==> src/hdl/wrsi_pkg.sv <==
// Shared types and constants for the Wilder RSI stream block.
package wrsi_pkg;
   localparam int AVG_BITS = 56;
   localparam int PROD_BITS = 64;
   localparam int RSI_BITS = 15;
   localparam int WIN_BITS = 8;
   localparam int SUM_LIMIT_BIT = 49;
   localparam logic [RSI_BITS-1:0] RSI_HALF = 15'd12800;
   localparam logic [RSI_BITS-1:0] RSI_FULL = 15'd25600;

   typedef enum logic [1:0] {
      OP_RESTART = 2'd0,
      OP_WARM    = 2'd1,
      OP_SMOOTH  = 2'd2
   } op_type;
endpackage

==> src/hdl/wrsi_front.sv <==
// Front stage: takes price transactions, classifies them, tracks counts and differences.
module wrsi_front #(
   parameter int PRICE_BITS = 32,
   parameter int WINDOW_MAX = 255,
   parameter int CNT_BITS = 10
) (
   input  logic                          clock,
   input  logic                          reset,
   input  logic                          req_valid,
   output logic                          req_ready,
   input  logic [PRICE_BITS-1:0]         req_price,
   input  logic                          req_series_start,
   input  logic [wrsi_pkg::WIN_BITS-1:0] window_ff_i,
   output logic                          cmd_valid,
   input  logic                          cmd_ready,
   output wrsi_pkg::op_type              cmd_op,
   output logic                          cmd_div,
   output logic [PRICE_BITS-1:0]         cmd_up,
   output logic [PRICE_BITS-1:0]         cmd_down,
   output logic [CNT_BITS-1:0]           cmd_win
);
   logic [PRICE_BITS-1:0] last_ff;
   logic [CNT_BITS-1:0]   count_ff, count_in, win;
   logic                  take;
   logic                  cmd_valid_ff, cmd_valid_in;
   wrsi_pkg::op_type      op_ff, op_in;
   logic                  div_ff, div_in;
   logic [PRICE_BITS-1:0] up_ff, up_in, down_ff, down_in;
   logic [CNT_BITS-1:0]   win_ff;

   always_comb begin
      win = CNT_BITS'(window_ff_i);
      if (win == '0) win = CNT_BITS'(1);
      if (win > CNT_BITS'(WINDOW_MAX)) win = CNT_BITS'(WINDOW_MAX);
   end

   assign req_ready = !cmd_valid_ff || cmd_ready;
   assign take = req_valid && req_ready;
   assign cmd_valid_in = take || (cmd_valid_ff && !cmd_ready);
   assign up_in = (req_price > last_ff) ? req_price - last_ff : '0;
   assign down_in = (req_price > last_ff) ? '0 : last_ff - req_price;

   assign cmd_valid = cmd_valid_ff;
   assign cmd_op = op_ff;
   assign cmd_div = div_ff;
   assign cmd_up = up_ff;
   assign cmd_down = down_ff;
   assign cmd_win = win_ff;

   always_comb begin
      div_in = 1'b0;
      count_in = count_ff;
      if (req_series_start || count_ff == '0) begin
         op_in = wrsi_pkg::OP_RESTART;
         count_in = CNT_BITS'(1);
      end else if (count_ff <= win) begin
         op_in = wrsi_pkg::OP_WARM;
         div_in = (count_ff == win);
         count_in = count_ff + CNT_BITS'(1);
      end else begin
         op_in = wrsi_pkg::OP_SMOOTH;
         count_in = win + CNT_BITS'(1);
      end
   end

   always_ff @(posedge clock) begin
      if (reset) begin
         count_ff <= '0;
         last_ff <= '0;
         cmd_valid_ff <= 1'b0;
      end else begin
         cmd_valid_ff <= cmd_valid_in;
         if (take) begin
            count_ff <= count_in;
            last_ff <= req_price;
            op_ff <= op_in;
            div_ff <= div_in;
            up_ff <= up_in;
            down_ff <= down_in;
            win_ff <= win;
         end
      end
   end
endmodule

==> config.mk <==
export PLATFORM = sky130hd
export DESIGN_NAME = wrsi_front
export DESIGN_NICKNAME = d
export VERILOG_FILES = /design/src/hdl/wrsi_pkg.sv /design/src/hdl/wrsi_front.sv
export SDC_FILE = /design/constraint.sdc
export NUM_CORES = 1
export LEC_CHECK = 0
export ABC_CLOCK_PERIOD_IN_PS = 5600
export BUFFER_PORTS_ARGS = -buffer_cell sky130_fd_sc_hd__buf_2
export CAP_MARGIN = 20
export CORE_MARGIN = 1
export CORE_UTILIZATION = 59
export DETAILED_ROUTE_END_ITERATION = 12
export PLACE_DENSITY = 0.92
export SLEW_MARGIN = 10
export SYNTH_ARGS = -nofsm -noshare
export SYNTH_HDL_FRONTEND = slang
export SYNTH_SLANG_ARGS = --single-unit
==> constraint.sdc <==
create_clock -name clock -period 5.6 [get_ports clock]
set_clock_uncertainty 0.05 [all_clocks]
set_input_delay 0.84 -clock clock [delete_from_list [all_inputs] [get_ports clock]]
set_output_delay 0.84 -clock clock [all_outputs]
set_load 0.02 [all_outputs]
After elaboration in Yosys (flattened, before gate mapping)
Cells that the tools add are included.
Storage, ports and cells
  output and inout port bits: 79
  logic and storage cells: 34
  memories kept: 0
  bits in writable memories: 0
  bits in read-only memories: 0
  flip-flop bits (word level): 120
  input bits: 45
  bits in latches: 0
Operators by class
  add/subtract/negate cells: 4
  shifts and indexed selects: 0
  mux-type cells: 5
  divide/modulo/power cells: 0
  equal/unequal tests: 1
  reduce and logical (&&, ||, !) cells: 11
  magnitude comparators: 3
  bitwise gates (word level): 2
  $mul: 0
Operators by type and width (number)
  subtractor 32 bit: 2
  > comparator 32 bit: 1
  2-to-1 mux 10 bit: 3
  adder 10 x 1 -> 10 bit (second input constant): 2
  equality test 10 bit: 1
  > comparator 10 x 8 -> 1 bit (second input constant): 1
  <= comparator 10 bit: 1
  logical NOT 10 bit: 1
  logical NOT 8 bit: 1
  2-to-1 mux 8 bit: 1
  logical OR 1 bit: 3
  logical AND 1 bit: 2
  logical NOT 1 bit: 2
  2-to-1 mux 2 bit: 1
  inverter 1 bit: 2
  AND reduction 2 bit: 1
  OR reduction 2 bit: 1

Depth between registers and ports, before layout
Gate-level depths: netlist (run 1).
  word-level depth: 7
  gate-level depth with buffers: 17
  mapped depth without buffers: 16

Least setup slack after synthesis (run 1)
No wires, ideal clock.
  path kind: input to register
  start: input port cmd_ready
  end: register div_ff (netlist: cmd_div) (enable)
  required time: 5.041 ns
  setup slack: 0.423 ns
  buffers on the path: 1
  arrival time: 4.618 ns
  setup time: 0.509 ns
  stages on the path: 4
  cell sequence: nand2b_1 -> nand2_1 -> buf_1 -> nor2_1
On the way
  word-level cells in the longest chain between the ends: 3
Ends and longest elaborated chain
  start: declaration: line wrsi_front.sv:15  | input logic cmd_ready,
  logical OR 1 bit: line wrsi_front.sv:37  | assign req_ready = !cmd_valid_ff || cmd_ready;
  logical AND 1 bit: line wrsi_front.sv:38  | assign take = req_valid && req_ready;
  AND reduction 2 bit (no line)
  end signal: assignment: line wrsi_front.sv:77  | div_ff <= div_in;
  end: declaration: line wrsi_front.sv:27  | logic div_ff, div_in;
No other way between the ends.
A chain may end at the register's enable or synchronous reset.

Worst setup path after layout (run 1)
  start: input port window_ff_i[2] (netlist name)
  end: register count_ff[2]
On the way
  word-level cells in the longest chain between the ends: 7
  elaborated cells on any way between the ends: 8
  classes of those cells: add/sub: 1; order compare: 2; mux: 4; reduce/logical: 1
Ends and longest elaborated chain
  start: declaration: line wrsi_front.sv:13  | input logic [wrsi_pkg::WIN_BITS-1:0] window_ff_i,
  logical NOT 8 bit: line wrsi_front.sv:33  | if (win == '0) win = CNT_BITS'(1);
  2-to-1 mux 8 bit (*): line wrsi_front.sv:33
  > comparator 10 x 8 -> 1 bit: line wrsi_front.sv:34  | if (win > CNT_BITS'(WINDOW_MAX)) win = CNT_BITS'(WINDOW_MAX);
  2-to-1 mux 10 bit (*): line wrsi_front.sv:34
  adder 10 x 1 -> 10 bit or <= comparator 10 bit (tied branches): line wrsi_front.sv:62, wrsi_front.sv:56
  2-to-1 mux 10 bit (*): line wrsi_front.sv:56  | end else if (count_ff <= win) begin
  2-to-1 mux 10 bit (*): line wrsi_front.sv:53  | if (req_series_start || count_ff == '0) begin
  end signal: assignment: line wrsi_front.sv:74  | count_ff <= count_in;
  end: declaration: line wrsi_front.sv:23  | logic [CNT_BITS-1:0] count_ff, count_in, win;
Every way passes the cells marked *; elsewhere a longest branch is shown, timed or not.

==> results.md, run 1 <==
- Status: finished, final reports clean
- Final GP Congestion: approximately 1.1
- Vias in the first global route: between 7000 and 8000
- Worst EP required: between 5000 and 6000 ps
- Primary FF master, synth: edfxtp_1
- Critical path endpoint category: register
- Post-DP HPWL: 16700 um
- Largest net degree at the start of global routing: 76
- Clock buffer depth: 2
- Mapped Avg Cell Area: between 8 and 9 um^2
- Area Growth Syn to Fin: 14.5%
- CTS tree: built
- Hold_buf cts: 0
- # clock sinks: about 120
- Hold Path Origin: last_ff[19]
- Flops & latches, synth: roughly 120
- Multi-input gate area: between 4000 and 5000 um^2
- Antenna violations before repair: 1
- Initial Util: 0.607
- Peak VDD IR: just under 0.2 mV
- Port buffer count: around 120
- Max Clk Rate: 262 MHz
- Die footprint: 14800 um^2
- Max FO, Critical Path: 16
- Final Hold Vio Count: 0
- Cts bufs inserted: 17
- Ys async rst share: 0
- Number of synthesized flops with an enable pin: 75
- # rows: 43
- ANT cells: 0
- Clock latency at the later pin of the worst-skew pair: approximately 430 ps
- Pwr dens: roughly 300 nW/um^2
- Setup-failing EPs final: 0
- DRC viols: 0
- GRT Util Overall: 0.318
- Worst slew margin: 0.357
- H-tree levels: 4
- Final net count: around 1200
- Synth area leader: edfxtp_1
- Post-route cell area: 9640 um^2
- Tcrit/Tclk final: 0.681
- Post-Syn Area: about 8400 um^2
- Final wirelength: roughly 23000 um
- Via count: roughly 7800
- Post-CTS setup buffer count: 0
- Cell Area, Placed: 9040 um^2
- Most frequent cell after synthesis: nand2_1
- CP Launch Point: window_ff_i[2]
- Synth area leaders: edfxtp_1 27%, ha_1 10%, dfxtp_1 10%
- Initial DRT Pass Iterations: 5
- Overflow after GRT: 0
- First-pass GRT wire length: around 36000 um
- Leak: around 4.2 nW
- Reg area: 3110 um^2
- Iter 0 DRT Violations: between 700 and 800
- DR WL/cell: roughly 18 um
- Core area: roughly 14000 um^2
- Layout cells sized above 1: 0.154
- Worst Hold Class: reg2reg
- Startpoint Class: input port
- Worst r2r src: count_ff[2]
- Die W: about 120 um
- Distinct cells, synth: 70
- # fillers: around 1100
- Least-Margin Pin Slew: around 960 ps
- Slew Limit Fails: 0
- Clock transition at path regs: about 50 ps
- Yosys warnings: 0
- Kind of critical path: in2reg
- Die Ht: between 100 and 150 um
- Min cycle time layout: 3810 ps
- PostCTS Resize Cnt: 0
- Routed Antenna Nets: 0
- Total I/O pin count: roughly 120
- Vias/cell: 6.08
- Register area share after synthesis: 0.370
- Syn Inst Count: 1008
- Commonest cells post-synth: 114 x nand2_1, 109 x nor2_1, 105 x a21oi_1
- Max-cap violations: 0
- Root buf cell: clkbuf_16
- TNS Setup: 0 ps
- Share of the synthesized area in the top cell type: 0.267
- Unrepaired setup endpoints after global routing: false
- Worst EP arrival: 4100 ps
## area by class of cell
| class | count | share of cell area |
|---|---|---|
| clock inverter | 10 | 0.0132 |
| clock buffer | 22 | 0.0492 |
| sequential | 118 | 0.323 |
| timing repair buffer | 127 | 0.0675 |
| tap | 180 | 0.0234 |
| inverter | 92 | 0.0358 |
| multi-input combinational | 738 | 0.488 |
## kinds of logic (layout without fill, tap and decap cells)
kind of cell             Yosys count  in the layout  synth area share
buffers and inverters            153            251            0.0731
multiplexers                       6              6           0.00728
flip-flops                       118            118             0.370
adder cells (fa/ha/maj)           74             74             0.111
AND/OR/NAND/NOR                  323            323             0.170
XOR/XNOR                          60             60            0.0624
AO/OA/AOI/OAI                    273            273             0.205
other                              1              2          0.000445
## power breakdown
group          switching (mW)  internal [mW]  total [mW]  leakage, nW
Combinational           0.463          0.240       0.703         2.88
Sequential             0.0216           1.00        1.02         1.07
Clock                   0.388          0.728        1.12        0.293
## placed cells by master, fill, tap and decap left out, drive strengths merged, types with 42 or more instances in the layout
cell	instances
a21oi	105
dfxtp	43
nor2	109
o21ai	44
xnor2	42
ha	70
nand2	115
buf	127
edfxtp	75
inv	92
## stage by stage
step	setup slack (ps)	hold slack, ps	utilization	total power, mW	instances
after floorplan	423	386	-	1.53	1009
after global placement	1410	395	0.651	1.69	1255
after detailed placement	1370	415	0.651	1.72	1255
after CTS	1790	424	0.694	2.83	1287
after global routing	1590	447	0.694	2.95	1287
final	1790	424	0.694	2.84	1287
## final timing paths
kind | endpoint | slack, ps | cells after the start
max | count_ff[2] | 1790 | 12
min | last_ff[19] | 420 | 2
max reg2reg | count_ff[2] | 1970 | 10
min reg2reg | last_ff[19] | 420 | 2
## metal layers
layer,vias to the layer above,global-route usage,wire length (um)
li1,3663,-,-
met1,3638,0.395,9010
met2,449,0.510,10700
met3,72,0.0874,2430
met4,0,0.148,831
met5,-,0,0
## worst max-delay path, stage by stage
cell      delay (ps)
buf_2            120
inv_1             90
ha_1             190
maj3_2           300
maj3_2           310
a211oi_2         280
o211ai_2         180
nand2_2          320
mux2_2           390
ha_1             270
or4_1            540
a311oi_2         260
## sequential cells by signal, indices dropped and copies added, names as in the netlist
name	count
cmd_up	32
cmd_valid	1
cmd_div	1
count_ff	10
cmd_win	8
last_ff	32
cmd_down	32
cmd_op	2
(Power assumes the default switching activity.)
==> inputs of run 2 (changes only) <==
- ABC_CLOCK_PERIOD_IN_PS: 5600 -> 3900
- clock period: 5.6 -> 3.9 ns (I/O delays scaled with it)
==> run 2 against run 1 <==
Net effect:
- sequential cell count unchanged
- combinational power is 45% higher
- sequential power is 44% higher
- via count increased by 0.77%
- register-to-register slack lost 1600 ps
- first-iteration DRC count grew 4.3%
- critical path depth down 1
- total power grew 39%
==> results.md, run 2 (same netlist as run 1, synthesis figures left out) <==
- Status: finished, final reports clean
- Cts bufs inserted: 17
- # rows: 43
- Via count: around 7900
- First-pass GRT wire length: 37000 um
- Post-CTS setup buffer count: 0
- Post-route cell area: 9640 um^2
- PostCTS Resize Cnt: 0
- Clock buffer depth: 2
- Vias/cell: around 6.1
- Die footprint: 14800 um^2
- Port buffer count: 121
- Die W: around 120 um
- Peak VDD IR: 0.235 mV
- Multi-input gate area: about 4700 um^2
- Clock transition at path regs: ~60 ps
- Bufs and invs on worst path: 1
- Critical path endpoint category: register
- Hold EP: cmd_win[2]
- Post-DP HPWL: ~17000 um
- Pwr dens: 410 nW/um^2
- Hold_ws: 348 ps
- Final GP Congestion: 0.994
- Total power: approximately 4.0 mW
- Overflow after GRT: 0
- Most frequent cells in the layout: 121 x buf_2, 114 x nand2_1, 108 x nor2_1
- ANT cells: 0
- Pre-CTS setup slack: around 110 ps
- Layout cells sized above 1: 0.162
- Reg area: 3110 um^2
- Startpoint Class: register
- Slew Limit Fails: 0
- Hold Path Depth: 1
- Vias in the first global route: 7268
- Unrepaired setup endpoints after global routing: false
- Kind of critical path: reg2reg
- CP max stage delay: approximately 480 ps
- Highest-delay cell along the critical path: o31ai_1
- # fillers: 1086
- DRC viols: 0
- Final net count: ~1200
- Worst slew margin: 0.405
- Min cycle time layout: 3510 ps
- CTS tree: built
- Hold Path Origin: window_ff_i[2]
- Critical R2R Capture: cmd_up[29]
- Routed Antenna Nets: 0
- Root buf cell: clkbuf_16
- H-tree levels: 4
- Total I/O pin count: about 120
- Worst Reg-to-Reg Cells: 11
- Tcrit/Tclk final: 0.901
- Worst Slack Setup Final: 387 ps
- Cell family with the largest share of critical-path delay: compound AO/OA/AOI/OAI gates
- DR WL/cell: around 18 um
- Final Hold Vio Count: 0
- Worst EP required: approximately 4100 ps
- Antenna violations before repair: 0
- Utilization after layout: 0.695
- Non-Filler Instances: around 1300
- Worst r2r src: last_ff[0]
- Core area: between 10000 and 15000 um^2
- Leak: between 4 and 5 nW
- Max-cap violations: 0
- Initial DRT Pass Iterations: 5
- Cell Area, Placed: 9100 um^2
- Critical path cell sequence: ha_1 -> fa_1 -> nand2b_1 -> a21oi_1 -> a221oi_2 -> o31ai_1 -> o21bai_1 -> a21oi_1 -> o22ai_2 -> buf_4 -> nor3_1
- TNS Setup: 0 ps
- Inst Count DP: roughly 1300
- Final wirelength: between 20000 and 25000 um
- Hold_buf cts: 0
- Least-Margin Pin Slew: about 900 ps
- Reg2reg setup slack: 390 ps
- Largest net degree at the start of global routing: 64
- Setup-failing EPs final: 0
- # clock sinks: ~120
- Max FO, Critical Path: 18
- Initial Util: 0.607
- Most used cell, CP: a21oi_1
- GRT Util Overall: 0.328
- Iter 0 DRT Violations: just over 800
- Commonest non-fill, non-tap cell in the layout: buf_2
- Clock latency at the later pin of the worst-skew pair: approximately 430 ps
- Max Clk Rate: around 280 MHz
- Worst EP arrival: 3700 ps
- Worst Hold Class: in2reg
- Die Ht: 121 um
- Area Growth Syn to Fin: 14.5%
[run 2: changes by cell type in the layout (fill, tap and decap cells not counted), sizes merged]
| cell | change |
|---|---|
| bufinv | -2 |
| clkinvlp | +3 |
| buf | +5 |
| clkbuf | -4 |
| clkinv | +3 |
[run 2: routing by layer]
layer  track usage  vias to the layer above  wire (um)  part of all wire
li1              -                     3672          -                 -
met1         0.423                     3664       9520              0.40
met2         0.531                      469      10900              0.46
met3        0.0667                       77       2290             0.097
met4         0.144                        0        822             0.035
met5             0                        -          0                 0
[run 2: how the worst max path moves through the flow]
stage | to | cells past startpoint | start
floorplan | cmd_div | 4 | cmd_ready
detailed placement | cmd_down[26] | 13 | req_price[0]
global route | count_ff[2] | 16 | window_ff_i[4]
global placement | count_ff[2] | 12 | window_ff_i[2]
CTS | cmd_up[29] | 11 | last_ff[0]
finish | cmd_up[29] | 11 | last_ff[0]
[run 2: power by group]
part / total [mW] / switching [mW] / internal [mW] / leakage (nW)
clock: 1.46 / 0.590 / 0.866 / 0.261
sequential: 1.47 / 0.0317 / 1.44 / 1.07
combinational: 1.02 / 0.671 / 0.354 / 2.92
total: 3.95 / 1.29 / 2.66 / 4.25
[run 2: cell type report]
class                      count  area share
clock inverter                14      0.0117
sequential                   118       0.323
timing repair buffer         132      0.0740
tap                          180      0.0234
inverter                      92      0.0358
multi-input combinational    738       0.488
clock buffer                  18      0.0445
